`config.mk`:
```
export PLATFORM = sky130hd
export DESIGN_NAME = cartridge_bank_latch_flash_commands
export DESIGN_NICKNAME = d
export VERILOG_FILES = /design/src/rtl/cblfc_pkg.sv /design/src/rtl/cartridge_bank_latch_flash_commands.sv
export SDC_FILE = /design/constraint.sdc
export NUM_CORES = 1
export LEC_CHECK = 0
export ABC_AREA = 1
export BUFFER_PORTS_ARGS = -buffer_cell sky130_fd_sc_hd__buf_4
export CORE_ASPECT_RATIO = 0.5
export CORE_MARGIN = 5
export CORE_UTILIZATION = 40
export DETAILED_ROUTE_END_ITERATION = 10
export PLACE_DENSITY = 0.62
export SLEW_MARGIN = 20
export SYNTH_ARGS = -nofsm -noshare
export SYNTH_HDL_FRONTEND = slang
export SYNTH_SLANG_ARGS = --single-unit
```
`constraint.sdc`:
```
create_clock -name aclk -period 3.51 [get_ports aclk]
set_input_delay 0.1755 -clock aclk [delete_from_list [all_inputs] [get_ports aclk]]
set_output_delay 0.1755 -clock aclk [all_outputs]
set_load 0.03 [all_outputs]
```
`src/rtl/cblfc_pkg.sv`:
```
// cblfc_pkg: shared constants for the bank latch and flash command block
package cblfc_pkg;

    localparam int unsigned ADDR_W       = 15;
    localparam int unsigned DATA_W       = 8;
    localparam int unsigned FLASH_ADDR_W = 19;
    localparam int unsigned BANK_W       = 5;
    localparam int unsigned WINDOW_BITS  = 14;
    localparam int unsigned SECTOR_BYTES = 4096;
    localparam int unsigned SECTOR_BITS  = $clog2(SECTOR_BYTES);

    localparam int unsigned CMD_DEPTH = 6;
    localparam int unsigned CNT_W     = $clog2(CMD_DEPTH + 1);

    // command address / data pairs of the flash unlock and command sequences
    localparam logic [ADDR_W-1:0] CMD_ADDR_HI = 15'h5555;
    localparam logic [ADDR_W-1:0] CMD_ADDR_LO = 15'h2AAA;
    localparam logic [11:0]       CMD_LOW_HI  = 12'h555;
    localparam logic [11:0]       CMD_LOW_LO  = 12'hAAA;

    localparam logic [DATA_W-1:0] CMD_UNLOCK1  = 8'hAA;
    localparam logic [DATA_W-1:0] CMD_UNLOCK2  = 8'h55;
    localparam logic [DATA_W-1:0] CMD_ERASE    = 8'h80;
    localparam logic [DATA_W-1:0] CMD_SECTOR   = 8'h30;
    localparam logic [DATA_W-1:0] CMD_CHIP     = 8'h10;
    localparam logic [DATA_W-1:0] CMD_PROGRAM  = 8'hA0;
    localparam logic [DATA_W-1:0] CMD_ID_ENTRY = 8'h90;
    localparam logic [DATA_W-1:0] CMD_RESET    = 8'hF0;
    localparam logic [DATA_W-1:0] ERASED_BYTE  = 8'hFF;

    // flash action codes
    localparam logic [2:0] FA_NONE    = 3'd0;
    localparam logic [2:0] FA_PROGRAM = 3'd1;
    localparam logic [2:0] FA_SECTOR  = 3'd2;
    localparam logic [2:0] FA_CHIP    = 3'd3;
    localparam logic [2:0] FA_REFUSED = 3'd4;

    // prg source codes
    localparam logic [1:0] SRC_ROM   = 2'd0;
    localparam logic [1:0] SRC_FLASH = 2'd1;
    localparam logic [1:0] SRC_ID    = 2'd2;

    // configuration register indexes
    localparam logic CFG_FLASH_EN     = 1'b0;
    localparam logic CFG_BUS_CONFLICT = 1'b1;

endpackage

```
`src/rtl/cartridge_bank_latch_flash_commands.sv`:
```
// cartridge_bank_latch_flash_commands: bank latch with flash command recogniser
//
// One request on the s_ channel is one cpu write in the $8000-$ffff window:
// offset, data byte and the byte currently readable there. Every request
// gives exactly one result on the m_ channel: bank fields after the write,
// prg source and the flash action (program, sector/chip erase, refused).
// m_valid rises in the cycle after acceptance; the decode and the state
// update are done in the accept cycle and the result sits in the output
// register. Throughput is one request per cycle: s_ready is high whenever
// the output register is empty or is being emptied in the same cycle.
// When the receiver stalls, the result holds and s_ready drops until taken.
// Synchronous active-low reset clears the latch, command count, id mode,
// flash enable and output valid, and sets bus conflict emulation on.
// Configuration writes land at once through cfg_we / cfg_index / cfg_data
// and are expected only while no request is in flight.
module cartridge_bank_latch_flash_commands
    import cblfc_pkg::*;
#(
    parameter int unsigned PRG_BANK_BITS = 5
) (
    input  logic                    aclk,
    input  logic                    aresetn,

    input  logic                    cfg_we,
    input  logic                    cfg_index,
    input  logic                    cfg_data,

    input  logic                    s_valid,
    output logic                    s_ready,
    input  logic [ADDR_W-1:0]       s_write_address,
    input  logic [DATA_W-1:0]       s_write_data,
    input  logic [DATA_W-1:0]       s_current_byte,

    output logic                    m_valid,
    input  logic                    m_ready,
    output logic [BANK_W-1:0]       m_prg_bank,
    output logic [1:0]              m_chr_bank,
    output logic                    m_screen_select,
    output logic [1:0]              m_prg_source,
    output logic [2:0]              m_flash_action,
    output logic [FLASH_ADDR_W-1:0] m_flash_address,
    output logic [DATA_W-1:0]       m_program_data
);

    localparam logic [BANK_W-1:0] PRG_MASK = BANK_W'((1 << PRG_BANK_BITS) - 1);

    logic              flash_en_reg;
    logic              bus_conflict_reg;
    logic [7:0]        latch_reg, latch_next;
    logic [CNT_W-1:0]  cnt_reg, cnt_next, cnt_inc;
    logic              id_reg, id_next;
    logic [ADDR_W-1:0] cmd_addr_reg [CMD_DEPTH];
    logic [DATA_W-1:0] cmd_val_reg  [CMD_DEPTH];
    logic [ADDR_W-1:0] ent_addr [CMD_DEPTH];
    logic [DATA_W-1:0] ent_val  [CMD_DEPTH];
    logic              m_valid_reg;

    logic                    accept;
    logic                    is_cmd;
    logic                    ent_we;
    logic                    pre;
    logic [ADDR_W-1:0]       new_entry;
    logic [FLASH_ADDR_W-1:0] offset;
    logic [2:0]              action;
    logic [FLASH_ADDR_W-1:0] faddr;
    logic [DATA_W-1:0]       pdata;

    function automatic logic ent_is(input logic [ADDR_W-1:0] a, input logic [DATA_W-1:0] v,
                                    input logic [ADDR_W-1:0] ea, input logic [DATA_W-1:0] ev);
        return (a == ea) && (v == ev);
    endfunction

    assign s_ready = !m_valid_reg || m_ready;
    assign accept  = s_valid && s_ready;
    assign m_valid = m_valid_reg;

    assign new_entry = {latch_reg[0], s_write_address[WINDOW_BITS-1:0]};
    assign offset    = {latch_reg[BANK_W-1:0] & PRG_MASK, s_write_address[WINDOW_BITS-1:0]};
    assign is_cmd    = flash_en_reg && !s_write_address[WINDOW_BITS];

    // the entry being written this cycle takes part in the match
    always_comb begin
        for (int i = 0; i < CMD_DEPTH; i++) begin
            ent_addr[i] = (cnt_reg == CNT_W'(i)) ? new_entry    : cmd_addr_reg[i];
            ent_val[i]  = (cnt_reg == CNT_W'(i)) ? s_write_data : cmd_val_reg[i];
        end
    end

    assign pre = ent_is(ent_addr[0], ent_val[0], CMD_ADDR_HI, CMD_UNLOCK1)
              && ent_is(ent_addr[1], ent_val[1], CMD_ADDR_LO, CMD_UNLOCK2);
    assign cnt_inc = cnt_reg + CNT_W'(1);

    always_comb begin
        latch_next = latch_reg;
        cnt_next   = cnt_reg;
        id_next    = id_reg;
        action     = FA_NONE;
        faddr      = '0;
        pdata      = '0;
        ent_we     = 1'b0;
        if (is_cmd) begin
            if (cnt_reg < CNT_W'(CMD_DEPTH)) begin
                ent_we   = 1'b1;
                cnt_next = cnt_inc;
                if (cnt_inc == CNT_W'(3) && pre
                        && ent_is(ent_addr[2], ent_val[2], CMD_ADDR_HI, CMD_ID_ENTRY)) begin
                    id_next  = 1'b1;
                    cnt_next = '0;
                end else if (cnt_inc == CNT_W'(4) && pre
                        && ent_is(ent_addr[2], ent_val[2], CMD_ADDR_HI, CMD_PROGRAM)) begin
                    faddr    = offset;
                    cnt_next = '0;
                    if (s_current_byte != ERASED_BYTE) begin
                        action = FA_REFUSED;
                    end else begin
                        action = FA_PROGRAM;
                        pdata  = s_write_data;
                    end
                end else if (cnt_inc == CNT_W'(CMD_DEPTH) && pre
                        && ent_is(ent_addr[2], ent_val[2], CMD_ADDR_HI, CMD_ERASE)
                        && ent_is(ent_addr[3], ent_val[3], CMD_ADDR_HI, CMD_UNLOCK1)
                        && ent_is(ent_addr[4], ent_val[4], CMD_ADDR_LO, CMD_UNLOCK2)) begin
                    if (ent_val[5] == CMD_SECTOR) begin
                        action   = FA_SECTOR;
                        faddr    = {offset[FLASH_ADDR_W-1:SECTOR_BITS], SECTOR_BITS'(0)};
                        cnt_next = '0;
                    end else if (ent_is(ent_addr[5], ent_val[5], CMD_ADDR_HI, CMD_CHIP)) begin
                        action   = FA_CHIP;
                        cnt_next = '0;
                    end
                end
            end
            // writes off the command addresses abort the sequence
            if (s_write_address[11:0] != CMD_LOW_LO && s_write_address[11:0] != CMD_LOW_HI) begin
                cnt_next = '0;
            end
            if (s_write_data == CMD_RESET) begin
                cnt_next = '0;
                id_next  = 1'b0;
            end
        end else begin
            latch_next = bus_conflict_reg ? (s_write_data & s_current_byte) : s_write_data;
        end
    end

    always_ff @(posedge aclk) begin
        if (!aresetn) begin
            flash_en_reg     <= 1'b0;
            bus_conflict_reg <= 1'b1;
            latch_reg        <= '0;
            cnt_reg          <= '0;
            id_reg           <= 1'b0;
            m_valid_reg      <= 1'b0;
        end else begin
            if (cfg_we) begin
                unique case (cfg_index)
                    CFG_FLASH_EN:     flash_en_reg     <= cfg_data;
                    CFG_BUS_CONFLICT: bus_conflict_reg <= cfg_data;
                    default: ;
                endcase
            end
            if (accept) begin
                latch_reg   <= latch_next;
                cnt_reg     <= cnt_next;
                id_reg      <= id_next;
                m_valid_reg <= 1'b1;
            end else if (m_ready) begin
                m_valid_reg <= 1'b0;
            end
        end
    end

    // command buffer and result payload
    always_ff @(posedge aclk) begin
        if (accept && ent_we) begin
            cmd_addr_reg[cnt_reg[CNT_W-1:0]] <= new_entry;
            cmd_val_reg[cnt_reg[CNT_W-1:0]]  <= s_write_data;
        end
        if (accept) begin
            m_prg_bank      <= latch_next[BANK_W-1:0] & PRG_MASK;
            m_chr_bank      <= latch_next[6:5];
            m_screen_select <= latch_next[7];
            m_prg_source    <= flash_en_reg ? (id_next ? SRC_ID : SRC_FLASH) : SRC_ROM;
            m_flash_action  <= action;
            m_flash_address <= faddr;
            m_program_data  <= pdata;
        end
    end

endmodule

```
## Word-level counts from Yosys, hierarchy flattened

Memory sizes are Yosys's and may differ from the RTL's.
Cells that the tools add are included.

| word-level totals | value |
|---|---|
| register bits after elaboration | 55 |
| RAM bits | 138 |
| memories kept | 2 |

Memory list:

| name | words | width | rd ports | clocked after memory_dff | wr ports | line | source |
|---|---|---|---|---|---|---|---|
| cmd_addr_reg | 6 | 15 | 6 | 0 | 1 | cartridge_bank_latch_flash_commands.sv:52 | `logic [ADDR_W-1:0] cmd_addr_reg [CMD_DEPTH];` |
| cmd_val_reg | 6 | 8 | 6 | 0 | 1 | cartridge_bank_latch_flash_commands.sv:53 | `logic [DATA_W-1:0] cmd_val_reg [CMD_DEPTH];` |

| operators by class | value |
|---|---|
| $add $sub $neg | 1 |
| $lt $le $gt $ge | 1 |
| equality and inequality tests | 27 |
| multiplexer cells | 41 |
| bitwise logic cells | 5 |
| reduce and logical (&&, ||, !) cells | 32 |

Operators by type and width:

| kind | number |
|---|---|
| 2-to-1 mux 15 bit | 6 |
| 2-to-1 mux 8 bit | 8 |
| == test 15 bit (second input constant) | 4 |
| 2-to-1 mux 19 bit | 3 |
| == test 8 bit (second input constant) | 6 |
| == test 15 x 14 -> 1 bit (second input constant) | 2 |
| 2-to-1 mux 3 bit | 10 |
| logical AND 1 bit | 21 |
| == test 8 x 7 -> 1 bit (second input constant) | 2 |
| == test 3 bit (second input constant) | 4 |
| != test 12 x 11 -> 1 bit (second input constant) | 1 |
| != test 12 bit (second input constant) | 1 |
| 2-to-1 mux 1 bit | 10 |
| == test 3 x 2 -> 1 bit (second input constant) | 3 |
| AND 8 bit | 1 |
| == test 8 x 5 -> 1 bit (second input constant) | 1 |
| == test 8 x 6 -> 1 bit (second input constant) | 1 |
| 2-to-1 mux 2 bit | 4 |
| != test 8 bit (second input constant) | 1 |
| OR reduction 5 bit | 1 |
| NOT 1 bit | 4 |
| AND reduction 2 bit | 2 |
| adder 3 x 1 -> 3 bit (second input constant) | 1 |
| == test 3 x 1 -> 1 bit (second input constant) | 1 |
| 8 further kinds | 9 |

## Logic depth before layout (Yosys ltp)

Gate-level depths: netlist of the first run.

| depth | value |
|---|---|
| word-level depth | 15 |
| gate-level depth with buffers | 17 |

## Worst setup path after synthesis of the first run

OpenSTA, ideal clock, no wires.

| timing path | value |
|---|---|
| kind | register -> register |
| from | reg m_valid_reg, in the netlist m_valid |
| to | mem cmd_addr_reg[2][0], enable pin |
| arrival | 3480 ps |
| path slack | -432 ps |
| cell stages (with the launch flop) | 6 |
| buffers on the path | 0 |
| clock period less this slack | 3942 ps |
| path through | dfxtp_1 -> nand2_1 -> nand2_1 -> nor2_1 -> inv_1 -> nor4_1 |

| between the ends | value |
|---|---|
| word-level cells in the longest chain between the ends | 6 |

RTL lines:

| element | line | source |
|---|---|---|
| start, declared | cartridge_bank_latch_flash_commands.sv:56 | `logic m_valid_reg;` |
| start signal, assigned | cartridge_bank_latch_flash_commands.sv:153 | `m_valid_reg <= 1'b0;` |
| start signal, assigned | cartridge_bank_latch_flash_commands.sv:166 | `m_valid_reg <= 1'b1;` |
| start signal, assigned | cartridge_bank_latch_flash_commands.sv:168 | `m_valid_reg <= 1'b0;` |
| logical NOT 1 bit | cartridge_bank_latch_flash_commands.sv:73 | `assign s_ready = !m_valid_reg \|\| m_ready;` |
| logical OR 1 bit | cartridge_bank_latch_flash_commands.sv:73 |  |
| via s_ready | cartridge_bank_latch_flash_commands.sv:29 | `output logic s_ready,` |
| logical AND 1 bit | cartridge_bank_latch_flash_commands.sv:74 | `assign accept = s_valid && s_ready;` |
| logical AND 1 bit | cartridge_bank_latch_flash_commands.sv:175 | `if (accept && ent_we) begin` |
| 2-to-1 mux 1 bit | cartridge_bank_latch_flash_commands.sv:175 |  |
| 2-to-1 mux 1 bit (not written as such) | cartridge_bank_latch_flash_commands.sv:176 | `cmd_addr_reg[cnt_reg[CNT_W-1:0]] <= new_entry;` |
| end, declared | cartridge_bank_latch_flash_commands.sv:52 |  |

The timed path passes the listed nets, and every way through them passes these cells.

## Final worst setup path of the first run

| timing path | value |
|---|---|
| from | reg cnt_reg[1] |
| to | reg m_program_data[3], data pin |

| between the ends | value |
|---|---|
| word-level cells in the longest chain between the ends | 9 |
| elaborated cells on any way between the ends | 32 |

RTL lines:

| element | line | source |
|---|---|---|
| start, declared | cartridge_bank_latch_flash_commands.sv:50 | `logic [CNT_W-1:0] cnt_reg, cnt_next, cnt_inc;` |
| start signal, assigned | cartridge_bank_latch_flash_commands.sv:164 | `cnt_reg <= cnt_next;` |
| == test 3 x 1 -> 1 bit or logical NOT 3 bit (tied branches) | cartridge_bank_latch_flash_commands.sv:84, cartridge_bank_latch_flash_commands.sv:85 |  |
| 2-to-1 mux 15 bit or 2-to-1 mux 8 bit (tied branches) | cartridge_bank_latch_flash_commands.sv:84, cartridge_bank_latch_flash_commands.sv:85 |  |
| == test 15 x 14 -> 1 bit, or another cell as far along | cartridge_bank_latch_flash_commands.sv:70 | `return (a == ea) && (v == ev);` |
| logical AND 1 bit | cartridge_bank_latch_flash_commands.sv:70 |  |
| logical AND 1 bit | cartridge_bank_latch_flash_commands.sv:90 | `&& ent_is(ent_addr[1], ent_val[1], CMD_ADDR_LO, CMD_UNLOCK2);` |
| logical AND 1 bit | cartridge_bank_latch_flash_commands.sv:109 | `end else if (cnt_inc == CNT_W'(4) && pre` |
| logical AND 1 bit | cartridge_bank_latch_flash_commands.sv:110 | `&& ent_is(ent_addr[2], ent_val[2], CMD_ADDR_HI, CMD_PROGRAM)) begin` |
| NOT 1 bit (no source line) | -- |  |
| OR reduction 5 bit (no source line) * | -- |  |
| end signal, assigned | cartridge_bank_latch_flash_commands.sv:186 | `m_program_data <= pdata;` |
| end, declared | cartridge_bank_latch_flash_commands.sv:42 | `output logic [DATA_W-1:0] m_program_data` |

Every way passes the cells marked *; elsewhere a longest branch is shown, timed or not.
A chain may end at the register's enable or synchronous reset.

==> results of run 1 <==
## metal layers
layer	vias up	wire length [um]	track usage, %
met5	-	0	0
met4	0	201	3.54
met3	18	1360	3.51
met2	168	7990	25.1
met1	2405	8180	23.2
li1	2417	-	-
## cell families after synthesis
group	share of synthesized area [%]
compound gates	3.75
fa+ha+maj	1.26
buf+inv	6.10
flops	71.1
simple gates	17.8
## worst min path at each step
stage / start / end / slack (ns) / cells after the start
6_report: s_write_address[11] / cmd_addr_reg[4][11] / 0.01 / 1
2_1_floorplan: aresetn / bus_conflict_reg / 0.26 / 1
5_1_grt: s_write_address[8] / cmd_addr_reg[4][8] / 0.0007 / 1
4_1_cts: s_write_address[6] / cmd_addr_reg[4][6] / 0.0003 / 1
3_5_place_dp: aresetn / bus_conflict_reg / 0.40 / 2
3_3_place_gp: aresetn / bus_conflict_reg / 0.40 / 2
## area by class of cell
cell class / count / area (um2) / share of cell area, %
Clock inverter: 14 / 163 / 1.69
Timing Repair Buffer: 96 / 746 / 7.77
Sequential cell: 193 / 5650 / 58.8
Multi-Input combinational cell: 341 / 1840 / 19.2
Clock buffer: 18 / 429 / 4.47
Tap cell: 266 / 333 / 3.47
Inverter: 115 / 442 / 4.60
## cells in the final DEF, fill, tap and decap left out
cell type / n
clkinv_4: 2
clkinv_8: 4
buf_4: 86
dlygate4sd3_1: 10
nand3_4: 1
nand4_1: 14
nor2_4: 11
nor3_1: 3
inv_8: 4
o21ai_1: 2
a21oi_2: 1
ha_1: 8
inv_1: 107
nand2_8: 1
nand2_1: 97
o31ai_1: 1
a21oi_1: 16
inv_2: 6
nand2_2: 3
nand2_4: 4
dfxtp_1: 15
nor4_2: 2
o21ai_0: 23
o211ai_1: 9
nor3b_1: 2
o21ai_2: 1
inv_6: 6
edfxtp_1: 178
nand3_1: 29
nor3_2: 4
nor2_8: 2
nor2_1: 91
nand3b_1: 5
nor4_1: 1
nor2_2: 3
clkbuf_1: 1
clkbuf_16: 17
and3_1: 1
nor3b_2: 6
## repair_timing
item,in CTS,in global routing
endpoints found under the hold margin,41,0
hold buffers,10,0
resized for setup,0,0
setup endpoints to repair,0,0
## power groups by stage
stage                     sequential (W)  clock (W)  combinational [W]
after floorplan                  0.00266          0          0.0000688
after global placement           0.00261          0           0.000251
after detailed placement         0.00261          0           0.000254
after CTS                        0.00256    0.00196           0.000264
after global routing             0.00256    0.00206           0.000284
final                            0.00256    0.00192           0.000261
## per-stage QoR
step | utilization [%] | hold WS, ns | total power, W | setup TNS (ns)
2_1_floorplan | - | 0.260 | 0.00273 | -19.85
3_3_place_gp | 45.7 | 0.398 | 0.00286 | 0
3_5_place_dp | 45.7 | 0.399 | 0.00286 | 0
4_1_cts | 49.2 | 0.000337 | 0.00478 | 0
5_1_grt | 49.2 | 0.000672 | 0.00491 | 0
6_report | 49.2 | 0.0116 | 0.00474 | 0
==> metrics.md, run 1 <==
| Metric | Value |
|---|---|
| Status | complete, no violations |
| Worst Path Max Fanout | 9 |
| Max Cap Viol | 0 |
| Layout cells sized above 1 | 21.1% |
| Clock slew at reported path FFs | 0.08 ns |
| P&R area growth vs syn | 20.9% |
| Fillers | 1,740 |
| Chip Height | 110 um |
| Slew @ Worst Pin | 1.00 ns |
| Critical path startpoint | cnt_reg[1] |
| Startpoint types | flop |
| Core area | 19,500 um2 |
| Gate power share | 5.5% |
| Vias in the first global route | 4,907 |
| Initial antenna violation count | 0 |
| Syn Nets | 700 |
| Post-synth EDFFs | 178 |
| WL final | 17.7 mm |
| Crit-path leading delay family | simple AND/OR/NAND/NOR gates |
| Slew headroom | 33.1% |
| Global placer's final weighted congestion | 0.900 |
| Placed Area | 8910 um2 |
| Final worst slack | 0.928 ns |
| Proportion of power drawn by flip-flops and latches | 54.0% |
| Yosys cell types | 34 |
| Finished Cell Area | 9600 um2 |
| Root Buffer | clkbuf_16 |
| First-pass GRT wire length | 27.6 mm |
| CTS tree | built |
| Seq/Total Area, Yosys | 71.1% |
| Worst R2R Path Depth | 15 |
| Largest net degree at the start of global routing | 43 |
| Clock Skew | 0.0150 ns |
| Max incr delay on CP | 0.50 ns |
| HP Class | input pin to flop |
| Reg2reg setup slack | 0.93 ns |
| Kind of critical path | flop to flop |
| WP depth | 15 |
| R2R Path End | m_program_data[3] |
| Global-route usage over all layers | 16.0% |
| Synth top area share | 67.3% |
| Clk pwr share | 40.5% |
| Inst Count DP | 1,001 |
| Leakage | 3.83 nW |
| Non-filler instance count after layout | 1,043 |
| Worst EP required | 3.75 ns |
| Crit end category | flop |
| DP Wirelength | 12.2 mm |
| CTS buffer count | 17 |
| DR WL/cell | 17.0 um |
| Initial Util | 40.7% |
| Post-Syn Area | 7940 um2 |
| Port buffer count | 79 |
| Remaining DRCs | 0 |
| Mapped Cells | 654 |
| Pint | 0.00359 W |
| Final Hold Violating Endpoints | 0 |
| Pwr/cell area | 494 nW/um2 |
| Die width | 209 um |
| Synth area leader | edfxtp_1 |
| Max frequency | 0.387 GHz |
| Worst path arrival time | 2.82 ns |
| Drt initial violations | 437 |
| CTS max path bufs | 2 |
| Ys async rst share | 0% |
| Unrepaired setup endpoints after global routing | no |
| Synth Area per Inst | 12.1 um2 |
| Maximum vdd drop | 0.312 mV |
| Final min period | 2.58 ns |
| DR pass1 iterations | 5 |
| Critical path endpoint | m_program_data[3] |
| Final setup vio count | 0 |
| Crit path buf inv count | 3 |
| Switching power | 0.00115 W |
| Ant. Diodes | 0 |
| Num rows | 36 |
| Post-synth top cells | edfxtp_1, inv_1, nand2_1, nor2_1, nand3_1 |
| CTS H-Tree Depth | 4 |
| Setup Slack @ Placement | 0.969 ns |
| Total die area | 22,900 um2 |
| Post-synth top flop | edfxtp_1 |
| Crit share post-route | 73.5% |
| Nets | 810 |
| Fin. max-slew vios | 0 |
| Cells along the critical path | inv_1, ha_1, inv_1, nor2_1, nor2_1, nand3_1, nand2_1, nand2_1, inv_2, nand3_4, nor2_8, nand2_4, nor2_8, nand2_2, nor2_1 |
| Detail Route Antenna Nets | 0 |
| Vias post-DR | 5,008 |
| Boundary pin count | 80 |
| Max FFs per register | 90 |
| Worst-skew pair later-pin latency | 0.43 ns |
| Post-CTS setup buffer count | 0 |
| CTS Sinks | 193 |
| Sw Share | 24.2% |
| Synth area leaders | edfxtp_1, inv_1, nand2_1 |
| Cell with the most instances after synthesis | edfxtp_1 |
| Remaining Overflow, GRT | 0 |
| Worst path slowest cell | dfxtp_1 |
| Worst R2R Start | cnt_reg[1] |
| Yosys warning count | 0 |
| Avg Vias per Cell | 4.80 |
| Yosys reg bits | 193 |
| Critical Path Most Common Cell | nor2_1 |
Power figures use the tool's default switching activity.
==> run 2, diff against run 1 <==
PLACE_DENSITY = 0.6   (was 0.62)
clock period = 2.4 ns   (was 3.51 ns; I/O delays follow)
==> metrics.md, run 2 (same netlist as run 1, synthesis figures left out) <==
| Metric | Value |
|---|---|
| Reg2reg setup slack | 0.11 ns (-0.82 ns) |
| Max frequency | 0.436 GHz (+13%) |
| Max Used Layer | met4 |
| CTS H-Tree Depth | 4 (unchanged) |
| Total die area | 22,900 um2 (unchanged) |
| Remaining DRCs | 0 (unchanged) |
| WHS Path Cells | 3 (+2) |
| Most frequent cells in the layout | edfxtp_1, inv_1, buf_4, nand2_1, nor2_1 |
| Pwr/cell area | 699 nW/um2 (+42%) |
| Worst R2R Path Depth | 13 (-2) |
| Final Hold Violating Endpoints | 0 (unchanged) |
| DR pass1 iterations | 5 (unchanged) |
| Slew headroom | 68.0% (+35 points) |
| CTS max path bufs | 2 (unchanged) |
| Die width | 209 um (unchanged) |
| Boundary pin count | 80 (unchanged) |
| Global placer's final weighted congestion | 0.917 (+1.9%) |
| Global-route usage over all layers | 16.3% (+0.25 points) |
| DP Wirelength | 12.7 mm (+4.5%) |
| Remaining Overflow, GRT | 0 (unchanged) |
| Maximum vdd drop | 0.501 mV (+60%) |
| Finished Cell Area | 9990 um2 (+4.1%) |
| Nets | 845 (+4.3%) |
| Leakage | 4.02 nW (+5.1%) |
| Final min period | 2.29 ns (-0.287 ns) |
| Hold Path End | flash_en_reg |
| Drt initial violations | 439 (+0.46%) |
| Largest net degree at the start of global routing | 31 (-28%) |
| Clock Skew | 0.0140 ns (-0.000960 ns) |
| Max FFs per register | 90 (unchanged) |
| Ant. Diodes | 0 (unchanged) |
| Status | complete, no violations |
| Most common cell after layout, fill and taps aside | edfxtp_1 |
| Kind of critical path | flop to flop |
| Met1 WL | 8.42 mm (+2.9%) |
| P&R area growth vs syn | 25.8% |
| CTS Sinks | 193 (unchanged) |
| Worst R2R Start | cnt_reg[1] |
| Layout cells sized above 1 | 24.2% (+3.1 points) |
| Clock slew at reported path FFs | 0.08 ns (about the same) |
| Initial Util | 40.7% (unchanged) |
| Worst Path Max Fanout | 7 (-2) |
| Slew @ Worst Pin | 0.479 ns (-0.523 ns) |
| Chip Height | 110 um (unchanged) |
| Worst-skew pair later-pin latency | 0.43 ns (about the same) |
| Max Cap Viol | 0 (unchanged) |
| Final core occ | 51.2% (+2.0 points) |
| First-pass GRT wire length | 28.1 mm (+1.9%) |
| DR WL/cell | 16.9 um (-0.69%) |
| CTS buffer count | 17 (unchanged) |
| WL met3 | 1.21 mm (-11%) |
| HP Class | input pin to flop |
| Worst path arrival time | 2.57 ns (-0.25 ns) |
| Crit end category | flop |
| CTS tree | built |
| Placed Area | 9110 um2 (+2.3%) |
| WL final | 18.2 mm (+2.5%) |
| Port buffer count | 79 (unchanged) |
| R2R Path End | m_flash_address[12] |
| Worst hold path startpoint | cfg_index |
| Root Buffer | clkbuf_16 |
| Detail Route Antenna Nets | 0 (unchanged) |
| Initial antenna violation count | 0 (unchanged) |
| Vias in the first global route | 5,064 (+3.2%) |
| Worst EP required | 2.68 ns (-1.07 ns) |
| Avg Vias per Cell | 4.79 (-0.28%) |
| Fin. max-slew vios | 0 (unchanged) |
| Core area | 19,500 um2 (unchanged) |
| Crit share post-route | 95.6% (+22 points) |
| Final setup vio count | 0 (unchanged) |
| Startpoint types | flop |
| Vias post-DR | 5,157 (+3.0%) |
| Num rows | 36 (unchanged) |
| Met2 wire length | 8.39 mm (+4.9%) |
-- run 2: cell type report --
class	instances	area, um2
Multi-Input combinational cell	341	1900
Timing Repair Buffer	131	1070
Clock buffer	17	425
Inverter	115	449
Fill cell	1727	9510
Clock inverter	14	161
Sequential cell	193	5650
Tap cell	266	333
-- run 2: how the worst max path moves through the flow --
| stage | slack, ns | start | endpoint | depth (start not counted) |
|---|---|---|---|---|
| 5_1_grt | -0.0007 | cnt_reg[0] | m_flash_action[0] | 13 |
| 3_3_place_gp | -0.05 | cnt_reg[1] | m_flash_action[0] | 14 |
| 2_1_floorplan | -0.03 | m_valid | cmd_addr_reg[3][0] | 5 |
| 3_5_place_dp | -0.06 | cnt_reg[1] | m_flash_action[0] | 14 |
| 4_1_cts | 0.009 | cnt_reg[1] | m_flash_action[0] | 14 |
| 6_report | 0.11 | cnt_reg[1] | m_flash_address[12] | 13 |
-- run 2: layer usage --
layer | GRT usage, % | vias to the layer above
met2 | 25.9 | 173
met3 | 3.79 | 15
met4 | 4.47 | 0
li1 | - | 2496
met1 | 22.7 | 2473
met5 | 0 | -
-- run 2: worst max-delay path, stage by stage, from the launching register on --
cell and delay, ns:
dfxtp_4 0.37, buf_4 0.16, ha_1 0.22, ha_1 0.24, inv_2 0.08, nand4_1 0.08, nor2_1 0.10, nand2_1 0.10
nand2_1 0.09, nand2_1 0.06, nor3_2 0.22, nand3_1 0.13, nand2_2 0.13, nor3b_2 0.17
-- run 2: metrics by stage --
stage	total power, W	cells	setup TNS, ns	setup slack, ns	hold slack, ns
2_1_floorplan	0.00399	654	-1.61	-0.0257	0.205
3_3_place_gp	0.00420	1021	-0.315	-0.0504	0.342
3_5_place_dp	0.00420	1021	-0.419	-0.0639	0.359
4_1_cts	0.00706	1075	0	0.00878	0.00198
5_1_grt	0.00725	1077	-0.000732	-0.000732	0.0304
6_report	0.00698	1077	0	0.105	0.0204
-- run 2: where the power goes --
part	total [W]	switching, W	leakage (nW)	internal (W)
combinational	0.000414	0.000264	1.96	0.000151
clock	0.00283	0.00134	0.290	0.00149
sequential	0.00374	0.0000191	1.78	0.00372
-- run 2: what timing repair did --
action,in CTS,in global routing
endpoints found under the hold margin,108,4
setup endpoints to repair,22,33
gates cloned,0,0
hold buffers,23,1
gates resized for setup,1,13
setup buffers,0,1
pin swaps,0,4
